**src/sv/pcar_pkg.sv**
```systemverilog
// Shared types and fixed field widths of the page cache age replacement unit.
`default_nettype none

package pcar_pkg;

    localparam int CFG_W      = 7;
    localparam int IN_PAGE_W  = 32;
    localparam int SLOT_W     = 6;
    localparam int OUT_PAGE_W = 32;

    localparam logic [CFG_W-1:0] CFG_RESET = 7'd64;

    typedef struct packed {
        logic valid;
        logic hit;
        logic free;
    } t_scan_flags;

    typedef struct packed {
        logic valid;
        logic hit;
    } t_commit_ctl;

    typedef enum logic [1:0] {
        ST_IDLE,
        ST_SCAN,
        ST_DONE
    } t_state;

endpackage

`default_nettype wire

```
**src/sv/pcar_cell.sv**
```systemverilog
// One slot of the page directory: holds valid, tag and age, and passes the scan word on.
`default_nettype none

module pcar_cell #(
    parameter int SLOTS     = 64,
    parameter int AGE_BITS  = 16,
    parameter int PAGE_BITS = 32,
    parameter int CELL_IDX  = 0
) (
    input  wire                               i_clk,
    input  wire                               i_rst_n,
    input  wire  [$clog2(SLOTS+1)-1:0]        i_active_cnt,
    input  wire  pcar_pkg::t_scan_flags       i_tok_ctl,
    input  wire  [PAGE_BITS-1:0]              i_tok_page,
    input  wire  [$clog2(SLOTS)-1:0]          i_tok_hit_idx,
    input  wire  [$clog2(SLOTS)-1:0]          i_tok_free_idx,
    input  wire  [AGE_BITS-1:0]               i_tok_best_age,
    input  wire  [$clog2(SLOTS)-1:0]          i_tok_best_idx,
    input  wire  [PAGE_BITS-1:0]              i_tok_best_tag,
    output pcar_pkg::t_scan_flags             o_tok_ctl,
    output logic [PAGE_BITS-1:0]              o_tok_page,
    output logic [$clog2(SLOTS)-1:0]          o_tok_hit_idx,
    output logic [$clog2(SLOTS)-1:0]          o_tok_free_idx,
    output logic [AGE_BITS-1:0]               o_tok_best_age,
    output logic [$clog2(SLOTS)-1:0]          o_tok_best_idx,
    output logic [PAGE_BITS-1:0]              o_tok_best_tag,
    input  wire  pcar_pkg::t_commit_ctl       i_cmt,
    input  wire  [$clog2(SLOTS)-1:0]          i_cmt_idx,
    input  wire  [PAGE_BITS-1:0]              i_cmt_page
);

    import pcar_pkg::*;

    localparam int IDX_W = $clog2(SLOTS);
    localparam int CNT_W = $clog2(SLOTS+1);
    localparam logic [IDX_W-1:0] MY_IDX = IDX_W'(CELL_IDX);

    logic                 r_valid;
    logic [PAGE_BITS-1:0] r_tag;
    logic [AGE_BITS-1:0]  r_age;

    logic                 r_tok_valid;
    logic                 r_tok_hit;
    logic                 r_tok_free;
    logic [PAGE_BITS-1:0] r_tok_page;
    logic [IDX_W-1:0]     r_tok_hit_idx;
    logic [IDX_W-1:0]     r_tok_free_idx;
    logic [AGE_BITS-1:0]  r_tok_best_age;
    logic [IDX_W-1:0]     r_tok_best_idx;
    logic [PAGE_BITS-1:0] r_tok_best_tag;

    logic                 n_tok_hit;
    logic                 n_tok_free;
    logic [IDX_W-1:0]     n_tok_hit_idx;
    logic [IDX_W-1:0]     n_tok_free_idx;
    logic [AGE_BITS-1:0]  n_tok_best_age;
    logic [IDX_W-1:0]     n_tok_best_idx;
    logic [PAGE_BITS-1:0] n_tok_best_tag;

    logic                 active;
    logic                 mine;
    logic [AGE_BITS-1:0]  age_inc;

    assign active  = i_active_cnt > CNT_W'(CELL_IDX);
    assign mine    = i_cmt_idx == MY_IDX;
    assign age_inc = (&r_age) ? r_age : r_age + AGE_BITS'(1);

    // The scan sees ages as they will be after a miss has aged every slot.
    always_comb begin
        n_tok_hit      = i_tok_ctl.hit;
        n_tok_free     = i_tok_ctl.free;
        n_tok_hit_idx  = i_tok_hit_idx;
        n_tok_free_idx = i_tok_free_idx;
        n_tok_best_age = i_tok_best_age;
        n_tok_best_idx = i_tok_best_idx;
        n_tok_best_tag = i_tok_best_tag;
        if (active) begin
            if (!i_tok_ctl.hit && r_valid && r_tag == i_tok_page) begin
                n_tok_hit     = 1'b1;
                n_tok_hit_idx = MY_IDX;
            end
            if (!i_tok_ctl.free) begin
                if (!r_valid) begin
                    n_tok_free     = 1'b1;
                    n_tok_free_idx = MY_IDX;
                end else if (age_inc > i_tok_best_age) begin
                    n_tok_best_age = age_inc;
                    n_tok_best_idx = MY_IDX;
                    n_tok_best_tag = r_tag;
                end
            end
        end
    end

    always_ff @(posedge i_clk) begin
        if (!i_rst_n) begin
            r_tok_valid <= 1'b0;
        end else begin
            r_tok_valid <= i_tok_ctl.valid;
        end
    end

    always_ff @(posedge i_clk) begin
        if (i_tok_ctl.valid) begin
            r_tok_hit      <= n_tok_hit;
            r_tok_free     <= n_tok_free;
            r_tok_page     <= i_tok_page;
            r_tok_hit_idx  <= n_tok_hit_idx;
            r_tok_free_idx <= n_tok_free_idx;
            r_tok_best_age <= n_tok_best_age;
            r_tok_best_idx <= n_tok_best_idx;
            r_tok_best_tag <= n_tok_best_tag;
        end
    end

    always_ff @(posedge i_clk) begin
        if (!i_rst_n) begin
            r_valid <= 1'b0;
            r_age   <= '0;
        end else if (i_cmt.valid && active) begin
            if (mine) begin
                r_age <= '0;
                if (!i_cmt.hit) begin
                    r_valid <= 1'b1;
                end
            end else if (!i_cmt.hit) begin
                r_age <= age_inc;
            end
        end
    end

    always_ff @(posedge i_clk) begin
        if (i_cmt.valid && active && mine && !i_cmt.hit) begin
            r_tag <= i_cmt_page;
        end
    end

    assign o_tok_ctl      = '{valid: r_tok_valid, hit: r_tok_hit, free: r_tok_free};
    assign o_tok_page     = r_tok_page;
    assign o_tok_hit_idx  = r_tok_hit_idx;
    assign o_tok_free_idx = r_tok_free_idx;
    assign o_tok_best_age = r_tok_best_age;
    assign o_tok_best_idx = r_tok_best_idx;
    assign o_tok_best_tag = r_tok_best_tag;

endmodule

`default_nettype wire

```
**config.mk**
```make
export PLATFORM = sky130hd
export DESIGN_NAME = pcar_cell
export DESIGN_NICKNAME = d
export VERILOG_FILES = /design/src/sv/pcar_pkg.sv /design/src/sv/pcar_cell.sv
export SDC_FILE = /design/constraint.sdc
export NUM_CORES = 1
export LEC_CHECK = 0
export BUFFER_PORTS_ARGS = -buffer_cell sky130_fd_sc_hd__buf_2
export CORE_ASPECT_RATIO = 2
export CORE_MARGIN = 2
export CORE_UTILIZATION = 50
export DETAILED_ROUTE_END_ITERATION = 12
export GPL_ROUTABILITY_DRIVEN = 0
export PLACE_DENSITY = 0.86
export SYNTH_ARGS = -nofsm -noshare
export SYNTH_HDL_FRONTEND = slang
export SYNTH_SLANG_ARGS = --single-unit
```
**constraint.sdc**
```tcl
create_clock -name i_clk -period 6.5 [get_ports i_clk]
set_input_delay 0 -clock i_clk [delete_from_list [all_inputs] [get_ports i_clk]]
set_output_delay 0 -clock i_clk [all_outputs]
set_load 0.1 [all_outputs]
```
Word level (Yosys, flattened, before mapping)
Cells that the tools add are included.

Bits in registers: 150. Memory bits (writable): 0. Memory bits (read-only): 0. Logic and storage cells: 54. Output and inout bits: 101. Memories kept: 0. Bits in latches: 0.

Magnitude comparators: 2. Shift operators: 0. Div/mod/pow operators: 0. Multiplexer cells: 25. Bitwise gates (word level): 1. Eq/ne operators: 2. Multipliers: 0. Add/sub/neg operators: 1. Reduce and logical (&&, ||, !) cells: 11.

Operator list (number): 32-bit two-way mux (4); 16-bit two-way mux (7); 6-bit two-way mux (9); 32-bit equality test (1); 16-bit by 1-bit adder with 16-bit output (second input constant) (1); 16-bit greater-than comparator (1); 16-bit AND reduction (1); 7-bit by 1-bit greater-than comparator with 1-bit output (second input constant) (1); 6-bit zero test (1); 1-bit logical AND (5); 1-bit two-way mux (5); 3-bit AND reduction (1); 1-bit zero test (2); 2-bit by 1-bit != test with 1-bit output (second input constant) (1); 2-bit AND reduction (1); 1-bit inverter (1).

Depth between registers and ports, before layout
Gate-level depths: netlist of the first run.

Depth in word-level cells: 7. Depth in mapped cells: 15. Depth with buffers taken out: 13.

Worst setup path after synthesis of the first run
No wires, ideal clock.

Path type: flip-flop to flip-flop. From: register r_age[3]. To: register r_tok_best_age[10], in the netlist o_tok_best_age[10], data pin. Cell stages (with the launch flop): 15. Clock period less this slack: 4.168 ns. Data arrival time: 3.908 ns. Slack: 2.332 ns. Library setup time: 0.260 ns. Path through: dfxtp_1 -> clkbuf_1 -> nand4_1 -> or2_2 -> nor4_1 -> mux2_2 -> ha_1 -> nand4_2 -> or4_4 -> a21oi_2 -> nor4b_1 -> or4_1 -> buf_6 -> buf_12 -> mux2_4.

Cells in the longest elaborated chain, start to end: 7.

RTL lines: start, declared (line pcar_cell.sv:40) `logic [AGE_BITS-1:0] r_age;`; start signal, assigned (line pcar_cell.sv:127) `r_age <= age_inc;`; 16-bit by 1-bit adder with 16-bit output or 16-bit AND reduction (tied branches) (line pcar_cell.sv:66) `assign age_inc = (&r_age) ? r_age : r_age + AGE_BITS'(1);`; 16-bit two-way mux * (line pcar_cell.sv:66); 16-bit greater-than comparator (line pcar_cell.sv:86) `end else if (age_inc > i_tok_best_age) begin`; 16-bit two-way mux * (line pcar_cell.sv:86); 16-bit two-way mux * (line pcar_cell.sv:83) `if (!r_valid) begin`; 16-bit two-way mux * (line pcar_cell.sv:82) `if (!i_tok_ctl.free) begin`; 16-bit two-way mux * (line pcar_cell.sv:77) `if (active) begin`; net n_tok_best_age[10] (line pcar_cell.sv:56) `logic [AGE_BITS-1:0] n_tok_best_age;`; end signal, assigned (line pcar_cell.sv:110) `r_tok_best_age <= n_tok_best_age;`; end, declared (line pcar_cell.sv:48) `logic [AGE_BITS-1:0] r_tok_best_age;`.

The timed path passes the listed nets; every way through them passes the cells marked *. A chain may end at the register's enable or synchronous reset.

Final worst setup path of the first run
From: register r_age[0]. To: register r_tok_best_tag[18], in the netlist o_tok_best_tag[18], data pin.

Cells in the longest elaborated chain, start to end: 7.

RTL lines: 16-bit by 1-bit adder with 16-bit output or 16-bit AND reduction (tied branches) (line pcar_cell.sv:66); 16-bit two-way mux * (line pcar_cell.sv:66); 16-bit greater-than comparator * (line pcar_cell.sv:86); 32-bit two-way mux * (line pcar_cell.sv:86); 32-bit two-way mux * (line pcar_cell.sv:83); 32-bit two-way mux * (line pcar_cell.sv:82); 32-bit two-way mux * (line pcar_cell.sv:77); net n_tok_best_tag[18] (line pcar_cell.sv:58) `logic [PAGE_BITS-1:0] n_tok_best_tag;`; end signal, assigned (line pcar_cell.sv:112) `r_tok_best_tag <= n_tok_best_tag;`; end, declared (line pcar_cell.sv:50) `logic [PAGE_BITS-1:0] r_tok_best_tag;`.

Marked as above.

==> out/qor.yml, run 1 <==
synth_area_sq_um: 6740
clk_latency_ps: 410
seq_area_frac_synth_pct: 64.2
hold_viol: 0
synth_cells: 443
cp-end-kind: "flip-flop"
dp_cells: 837
grt_max_degree: 55
vias_per_cell: 5.44
path_max_fanout: 54
wl_per_cell_microns: 20.0
dpl.hpwl_microns: 12000
antenna_found_initial: 1
post-route-period-util_pct: 73.9
ys.flop_type: "edfxtp_1"
synth_edf_count: 132
drt_pass1_iterations: 7
setup_viol: 0
rows: 60
max_freq_mhz: 208
port_buffers: 250
synth_warnings: 0
start_kind: "flip-flop"
grt_pass1_wl_microns: 30000
max_slew_margin_pct: 33.2
hp-class: "in -> reg"
die_h_microns: 168
antenna_left: 0
dr_total_vias: 5456
tns_ps: 0
cts_tree: "built"
synth_cell_types: 44
ir_drop_v: 0.000236
htreeDepth: 4
power_density_nw_per_um2: 266
synth.area.top_cells: "edfxtp_1 59%, mux2_4 9.6%, dfxtp_1 5.3%, ha_1 3.2%, xnor2_1 2.6%"
core_sq_um: 13300
cts_made_buffers: 17
fin_ws_ps: 1700
placed_area_sq_um: 8070
dieWidth_microns: 86.1
final.setup_skew_ps: 12.8
drv_cap: 0
worst_slew_pin_slew_ps: 1000
required_ps: 6660
drive_above_1_share_pct: 40.1
design_area_sq_um: 9950
syn-num-nets: 610
avgSynthCellArea_sq_um: 15.2
first_global_vias: 5849
clk_path_buf_depth: 2
stdcell_count: 1003
grtUsageTotal_pct: 27.6
synth_top_area_share_pct: 58.8
syn2layout_area_growth_pct: 47.6
dieArea_sq_um: 14500
clock-sinks: 150
async_flop_share_pct: 0
rsz0062_at_grt: "no"
critPathKind: "reg -> reg"
routed_wl_microns: 20100
synth_area_leader_cell: "edfxtp_1"
synthMostInstantiatedCell: "edfxtp_1"
netlist_top_cells_count: "132 x edfxtp_1, 43 x mux2_4, 20 x inv_1, 20 x nor2b_1, 20 x xnor2_1"
drc: 0
root_buffer: "clkbuf_16"
p_leak_nw: 4.28
min_period_ps: 4800
slew_violations: 0
status: "complete, no violations"
ys_ff_latch: 150
drt_iter0_markers: 380
dp_slack_ps: 1810
overflow: 0
nNetsFinal: 1001
cts_setup_buffers: 0
nFillCells: 781
start_util_pct: 50.7
critical_path_arrival_ps: 4960
io_pins: 251
clkTransAtPathRegs_ps: 70
==> flip-flops by register name, indices dropped and copies added, names as in the netlist <==
register and cells:
o_tok_best_tag 32, o_tok_page 32, r_tag 32, o_tok_best_age 16
r_age 16, o_tok_best_idx 6, o_tok_free_idx 6, o_tok_hit_idx 6
r_tok_free 1, r_tok_hit 1, r_tok_valid 1, r_valid 1
==> stage by stage <==
stage	utilization, %	hold slack [ps]	total power [mW]
6_report	74.9	73.7	2.65
5_1_grt	74.9	107	2.71
4_1_cts	74.9	57.1	2.64
3_5_place_dp	60.7	178	1.68
3_3_place_gp	60.7	177	1.67
2_1_floorplan	-	98.9	1.56
==> layout by cell type (no fill, tap or decap), types with 3 or more instances in the layout <==
cell type and instances:
edfxtp_1 132, nor2_1 12, clkinvlp_4 5, a31oi_1 4, buf_4 3, nand2_1 16
nor3_1 7, nor2b_1 20, mux2_4 43, buf_2 249, o21ai_0 5, ha_1 17
clkbuf_16 17, nor4_1 9, dlygate4sd3_1 133, mux2_2 7, a22oi_1 6, a22o_1 6
xnor2_1 20, nand4_1 13, inv_6 7, xor2_1 19, and2_1 8, mux2i_1 3
dfxtp_1 18, nand3_1 7, inv_1 20, a21oi_1 13
==> power by group <==
| part | switching, mW | total, mW | internal (mW) |
|---|---|---|---|
| Combinational | 0.463 | 0.615 | 0.152 |
| Clock | 0.413 | 0.909 | 0.496 |
| Sequential | 0.0176 | 1.12 | 1.11 |
==> cells by family after synthesis <==
| logic type | synth area share, % |
|---|---|
| DFF | 64.2 |
| and+or+nand+nor | 8.89 |
| muxes | 11.2 |
| AOI/OAI and AO/OA | 4.34 |
| xor gates and xnor gates | 5.07 |
| buffers and inverters | 3.19 |
| adders and majority gates | 3.16 |
==> worst max-delay path: stages (launching register included) <==
cell     delay (ps)
dfxtp_1         410
ha_1            260
nand4_1         140
nor4_1          620
nor2_1          300
nand3_1         220
xnor2_1         110
ha_1            320
nand4_1         100
or4_4           440
a21oi_2         120
nor4b_1          70
or4_4           950
mux2_4          460
==> final timing paths <==
kind | startpoint | slack (ps) | depth (start not counted) | end
worst min-delay path | i_active_cnt[6] | 70 | 4 | r_tok_free
worst max register to register | r_age[0] | 1700 | 13 | o_tok_best_tag[18]
worst max-delay path | r_age[0] | 1700 | 13 | o_tok_best_tag[18]
worst min register to register | r_age[0] | 530 | 1 | r_age[0]
==> final cells by class <==
type                            instances  area [sq um]  share of cell area, %
Antenna cell                            1          2.50                 0.0251
Clock buffer                           17           425                   4.28
Clock inverter                         15           120                   1.21
Inverter                               20          75.1                  0.754
Multi-Input combinational cell        260          2210                   22.2
Sequential cell                       150          4320                   43.5
Tap cell                              155           194                   1.95
Timing Repair Buffer                  385          2600                   26.1
==> metal layers <==
layer	track usage, %	up-vias	wire (microns)
li1	-	2455	-
met5	0	-	0
met2	48.7	397	10400
met1	30.4	2555	7030
met4	13.0	0	731
met3	7.06	49	1940
==> timing repair <==
| action | CTS | global route |
|---|---|---|
| resized for setup | 0 | 0 |
| hold endpoints to repair | 140 | 0 |
| hold buffers | 133 | 0 |
| setup endpoints to repair | 0 | 0 |
No activity file was read; power rests on OpenSTA's default activity.
==> run 2, diff against run 1 <==
ABC_AREA = 1   (was not set)
PLACE_DENSITY = 0.85   (was 0.86)
clock period = 4.75 ns   (was 6.5 ns; I/O delays follow)
==> run 2 against run 1 <==
  * Global-route usage is 6.4 points higher
  * Flip-flop and latch count stayed put
  * Fmax is 34% higher
  * Synthesized area is 5.4% higher
  * Total power is 40% higher
  * Critical endpoint is now o_tok_best_tag[26]
  * Largest cell class unchanged
  * Largest power group unchanged
==> out/qor.yml, run 2 <==
regArea_sq_um: 4320  # unchanged
cts_setup_buffers: 0  # unchanged
clk_latency_ps: 430  # +20 ps
clock-sinks: 150  # unchanged
cp-end-kind: "flip-flop"
hp-class: "in -> reg"
synth_top_area_share_pct: 55.8  # -3.0 points
layout_common_cells: "249 x buf_2, 212 x nand2_1, 137 x dlygate4sd3_1, 132 x edfxtp_1, 91 x inv_1"
dr_total_vias: 7100  # +30%
holdWs_ps: 56.0  # -17.7 ps
critPathKind: "reg -> reg"
die_h_microns: 173  # +2.6%
nNetsFinal: 1285  # +28%
ys_ff_latch: 150  # unchanged
io_pins: 251  # unchanged
seq_area_frac_synth_pct: 60.9  # -3.3 points
path_max_fanout: 22  # -59%
layout_commonest_cell: "buf_2"
synth_edf_count: 132  # unchanged
worst_slew_pin_slew_ps: 806  # -196 ps
wl_per_cell_microns: 19.4  # -2.7%
min_to: "r_valid"
drt_iter0_markers: 533  # +40%
start_util_pct: 51.1  # +0.40 points
design_area_sq_um: 10500  # +5.2%
holdPathStages: 5  # +1
p_seq_share_pct: 41.4  # -1.0 points
critical_path_arrival_ps: 3870  # -1090 ps
cts_tree: "built"
synth.area.top_cells: "edfxtp_1 56%, nand2_1 11%, dfxtp_1 5.1%, inv_1 4.8%, nand3_1 4.2%"
status: "complete, no violations"
vias_per_cell: 5.38  # -1.1%
nFillCells: 902  # +15%
cts_made_buffers: 17  # unchanged
netlist_top_cells_count: "214 x nand2_1, 132 x edfxtp_1, 91 x inv_1, 64 x nor2_1, 60 x nand3_1"
synth_cells: 727  # +64%
synth_area_sq_um: 7100  # +5.4%
reg2reg_from: "r_age[0]"
ir_drop_v: 0.000295  # +25%
drv_cap: 0  # unchanged
worstHoldStart: "i_cmt[1]"
grt_pass1_wl_microns: 38500  # +28%
post-route-period-util_pct: 75.5  # +1.6 points
drive_above_1_share_pct: 28.5  # -12 points
drt_pass1_iterations: 5  # -2
tns_ps: 0  # unchanged
async_flop_share_pct: 0  # unchanged
synthMostInstantiatedCell: "nand2_1"
synth_area_leader_cell: "edfxtp_1"
max_freq_mhz: 279  # +34%
clkTransAtPathRegs_ps: 60  # about the same
final.setup_skew_ps: 11.4  # -1.37 ps
power_density_nw_per_um2: 355  # +33%
min_period_ps: 3590  # -1220 ps
slew_violations: 0  # unchanged
p_switching_mw: 1.20  # +34%
core_sq_um: 13900  # +4.5%
routed_wl_microns: 25700  # +28%
antenna_found_initial: 1  # unchanged
htreeDepth: 4  # unchanged
dieArea_sq_um: 15200  # +5.2%
avgSynthCellArea_sq_um: 9.77  # -36%
placed_area_sq_um: 8520  # +5.6%
synth_cell_types: 29  # -34%
pwr-share-clk_pct: 35.9  # +1.6 points
multiInputGateArea_sq_um: 2300  # +4.2%
rows: 61  # +1.7%
dieWidth_microns: 88.3  # +2.5%
max_slew_margin_pct: 45.8  # +13 points
ys.flop_type: "edfxtp_1"
antenna_left: 0  # unchanged
syn2layout_area_growth_pct: 47.4
power.internal_mw: 2.52  # +43%
overflow: 0  # unchanged
grtUsageTotal_pct: 34.0  # +6.4 points
first_global_vias: 7387  # +26%
root_buffer: "clkbuf_16"
switching_share_pct: 32.3  # -1.5 points
syn-num-nets: 894  # +47%
synth_warnings: 0  # unchanged
setup_viol: 0  # unchanged
clk_path_buf_depth: 2  # unchanged
p_leak_nw: 4.85  # +13%
dpl.hpwl_microns: 15000  # +25%
worstRegToRegCells: 17  # +4
reg2reg_slack_ps: 1160  # -530 ps
reg2reg_to: "o_tok_best_tag[26]"
drc: 0  # unchanged
grt_max_degree: 59  # +7.3%
rsz0062_at_grt: "no"
start_kind: "flip-flop"
hold_viol: 0  # unchanged
required_ps: 5030  # -1630 ps
port_buffers: 250  # unchanged
p_comb_share_pct: 22.7  # -0.5 points
-- run 2: changes by cell type after synthesis, sizes merged, moves of 10 or more --
cell,delta
xnor2,-15
a21oi,+10
nor2,+56
o21ai,+19
nor2b,-20
inv,+73
nand2,+217
mux2,-50
nand3,+53
-- run 2: power groups by stage --
stage,clock network (mW),registers [mW],logic (mW)
finish,1.33,1.54,0.843
detailed placement,0,1.56,0.731
global route,1.38,1.54,0.868
floorplan,0,2.04,0.0743
global placement,0,1.55,0.726
CTS,1.32,1.53,0.823
-- run 2: timing repair --
| action | CTS | global route |
|---|---|---|
| resized for setup | 0 | 0 |
| hold endpoints to repair | 134 | 0 |
| hold buffers | 137 | 0 |
-- run 2: worst max-delay path by stage --
stage	start	end	slack, ps	cells past startpoint
after floorplan	r_age[0]	o_tok_best_tag[24]	2030	19
after global placement	r_age[0]	o_tok_best_tag[18]	1520	17
after detailed placement	r_age[0]	o_tok_best_tag[26]	1370	17
after CTS	r_age[0]	o_tok_best_tag[21]	1310	17
after global routing	r_age[0]	o_tok_best_tag[26]	930	17
final	r_age[0]	o_tok_best_tag[26]	1160	17
-- run 2: through the flow --
| step | instances | utilization [%] | total power, mW | worst slack, ps |
|---|---|---|---|---|
| detailed placement | 1151 | 61.4 | 2.29 | 1370 |
| floorplan | 727 | - | 2.12 | 2030 |
| global route | 1320 | 75.3 | 3.79 | 929 |
| CTS | 1319 | 75.3 | 3.67 | 1310 |
| finish | 1320 | 75.3 | 3.71 | 1160 |
| global placement | 1151 | 61.4 | 2.28 | 1520 |
-- run 2: critical path, cell delays in order, from the launching register on --
cell	delay (ps)
dfxtp_1	350
ha_1	260
inv_1	130
nor2_4	60
nand2_2	100
nor2_4	60
inv_2	380
nand2_1	230
ha_1	370
a21o_1	210
a21oi_1	130
nand2_1	70
nand2_1	70
nand2_2	60
nand2_2	310
buf_4	390
nand2_1	140
nand2_1	110
-- run 2: kinds of logic (layout without fill, tap and decap cells) --
| group | after synthesis | count (layout) | synth area share, % |
|---|---|---|---|
| compound gates | 54 | 54 | 4.44 |
| simple gates | 375 | 375 | 23.0 |
| fa+ha+maj | 17 | 17 | 3.00 |
| xor+xnor | 15 | 15 | 1.85 |
| other cells | 0 | 1 | 0 |
| flops | 150 | 150 | 60.9 |
| buf+inv | 116 | 519 | 6.85 |
-- run 2: cell type report --
type	count	share of cell area, %
Multi-Input combinational cell	461	22.0
Sequential cell	150	41.3
Tap cell	189	2.26
Timing Repair Buffer	394	25.6
Inverter	94	3.37
Antenna cell	1	0.0239
Clock buffer	19	4.14
Clock inverter	12	1.30
-- run 2: per-layer routing --
layer | part of all wire [%] | vias up | track usage [%]
met3 | 8.2 | 137 | 6.49
met4 | 7.5 | 0 | 24.6
li1 | - | 3155 | -
met5 | 0 | - | 0
met1 | 31 | 3275 | 34.4
met2 | 53 | 533 | 59.4
==> run 3, diff against run 2 <==
clock period = 3.72 ns   (was 4.75 ns; I/O delays follow)
==> run 3 against run 2 <==
  * Clock power increased by 32%
  * Worst hold slack improved by 46 ps
  * Core utilization is 0.36 points higher
  * Count of clock-buffer cells in the layout up 2
  * Final area increased by 0.48%
  * Combinational power up 27%
  * Routed wire length fell by 1.3%
  * Non-clock buffer count stayed put
  * Critical path depth is 1 lower
  * Sequential share of layout area down 0.20 points
  * Largest power group unchanged
==> out/qor.yml, run 3 (same netlist as run 2, synthesis figures left out) <==
reg2reg_to: "o_tok_best_tag[30]"
io_pins: 251  # unchanged
power_mw: 4.80  # +29%
layout_commonest_cell: "buf_2"
reg2reg_slack_ps: 260  # -900 ps
cts_setup_buffers: 0  # unchanged
crit_chain: "ha_1 > nand3_1 > nor2_1 > nand3_1 > nand2_1 > nand3_1 > ha_1 > nand2_1 > nor2_1 > nand2_1 > nor2_1 > nor2_4 > nand2_2 > buf_12 > nand2_1 > nand2_1"
power.internal_mw: 3.23  # +28%
critical_path_arrival_ps: 3730  # -140 ps
clk_path_buf_depth: 2  # unchanged
setup_viol: 0  # unchanged
dieWidth_microns: 88.3  # unchanged
nFillCells: 864  # -4.2%
drive_above_1_share_pct: 28.5  # +0.038 points
switching_share_pct: 32.7  # +0.44 points
crit_slowest_cell: "dfxtp_1"
htreeDepth: 4  # unchanged
path_common_cell: "nand2_1"
cts_tree: "built"
slowest_delay_ps: 410  # +20 ps
start_kind: "flip-flop"
cp-endpoint: "o_tok_best_tag[30]"
drv_cap: 0  # unchanged
first_global_vias: 7374  # -0.18%
post-route-period-util_pct: 93.0  # +17 points
drt_iter0_markers: 590  # +11%
worstRegToRegCells: 16  # -1
slew_violations: 0  # unchanged
max_slew_margin_pct: 17.4  # -28 points
p_switching_mw: 1.57  # +31%
pwr-share-clk_pct: 36.7  # +0.8 points
overflow: 0  # unchanged
crit_family: "simple AND/OR/NAND/NOR gates"
grt_max_degree: 81  # +37%
max_freq_mhz: 289  # +3.7%
layout_common_cells: "249 x buf_2, 212 x nand2_1, 137 x dlygate4sd3_1, 132 x edfxtp_1, 91 x inv_1"
ir_drop_v: 0.000320  # +8.8%
tns_ps: 0  # unchanged
critPathKind: "reg -> reg"
routed_wl_microns: 25300  # -1.3%
antenna_found_initial: 1  # unchanged
nNetsFinal: 1286  # +0.078%
wl_per_cell_microns: 19.2  # -1.4%
required_ps: 3990  # -1040 ps
clkTransAtPathRegs_ps: 60  # about the same
startpoint: "r_age[1]"
start_util_pct: 51.1  # unchanged
crit_buf_inv: 1  # -2
vias_per_cell: 5.38  # +0.10%
rsz0062_at_grt: "no"
clock-sinks: 150  # unchanged
min_period_ps: 3460  # -127 ps
p_seq_share_pct: 40.9  # -0.5 points
regArea_sq_um: 4320  # unchanged
syn2layout_area_growth_pct: 48.1
root_buffer: "clkbuf_16"
power_density_nw_per_um2: 456  # +29%
p_comb_share_pct: 22.4  # -0.3 points
hold_viol: 0  # unchanged
cp_num_cells: 16  # -1
grt_pass1_wl_microns: 37500  # -2.7%
die_h_microns: 173  # unchanged
cts_made_buffers: 17  # unchanged
dpl.hpwl_microns: 15100  # +0.62%
drt_pass1_iterations: 6  # +1
hp-class: "in -> reg"
antenna_left: 0  # unchanged
rows: 61  # unchanged
port_buffers: 250  # unchanged
path_max_fanout: 38  # +73%
dr_total_vias: 7118  # +0.25%
reg2reg_from: "r_age[1]"
drc: 0  # unchanged
core_sq_um: 13900  # unchanged
final.setup_skew_ps: 9.18  # -2.21 ps
multiInputGateArea_sq_um: 2310  # +0.49%
status: "complete, no violations"
worstHoldStart: "i_active_cnt[6]"
dieArea_sq_um: 15200  # unchanged
cp-end-kind: "flip-flop"
grtUsageTotal_pct: 33.2  # -0.78 points
clk_latency_ps: 430  # about the same
p_leak_nw: 4.84  # -0.15%
worst_slew_pin_slew_ps: 1230  # +425 ps
## run 3: cell types whose count changed in the layout (fill, tap and decap cells not counted), moves of 2 or more
cell / before / now
clkinv_2: 7 / 0
clkinvlp_4: 1 / 6
clkbuf_1: 2 / 4
clkinv_4: 0 / 2
## run 3: worst min path at each step
stage / to / slack [ps] / depth (start not counted)
final: r_tok_free / 100 / 5
after global placement: r_tag[6] / 180 / 1
after floorplan: r_tok_valid / 90 / 2
after global routing: r_tok_free / 90 / 5
after detailed placement: r_tag[14] / 180 / 1
after CTS: r_tok_free / 20 / 5
## run 3: metrics by stage
step                utilization [%]  hold WS (ps)  worst slack (ps)  instance area (sq um)  cells
floorplan                         -          93.5              1000                   7100    727
global placement               61.4           177               370                   8540   1151
detailed placement             61.4           178               218                   8540   1151
CTS                            75.6          24.4               209                  10500   1320
global route                   75.7          86.0              35.9                  10500   1322
finish                         75.7           102               261                  10500   1322
## run 3: area by class of cell
cell class	instances	area share, %
Clock buffer	21	4.19
Antenna cell	1	0.0238
Timing Repair Buffer	394	25.6
Clock inverter	11	1.45
Tap cell	189	2.25
Sequential cell	150	41.1
Multi-Input combinational cell	462	22.0
Inverter	94	3.38
## run 3: worst register-to-register path: stages, from the launching register on
cell     delay, ps
dfxtp_1        410
ha_1           270
nand3_1        110
nor2_1         310
nand3_1        120
nand2_1         80
nand3_1        120
ha_1           310
nand2_1         60
nor2_1         160
nand2_1        130
nor2_1         340
nor2_4         160
nand2_2        250
buf_12         260
nand2_1        110
nand2_1        130
## run 3: power groups by stage
stage	registers (mW)	logic (mW)	clock network, mW
4_1_cts	1.95	1.05	1.73
3_5_place_dp	1.99	0.934	0
2_1_floorplan	2.61	0.0948	0
3_3_place_gp	1.98	0.926	0
6_report	1.96	1.07	1.76
5_1_grt	1.97	1.11	1.84
## run 3: what timing repair did
item,CTS,global route
hold buffers,137,0
gates resized for setup,0,3
endpoints found under the hold margin,134,0
endpoints found under the setup margin,0,46
## run 3: metal layers
layer	GRT usage (%)	up-vias	routed length [microns]
li1	-	3168	-
met1	32.8	3277	7640
met2	58.3	521	13400
met3	7.06	152	2150
met4	24.1	0	2140
met5	0	-	0
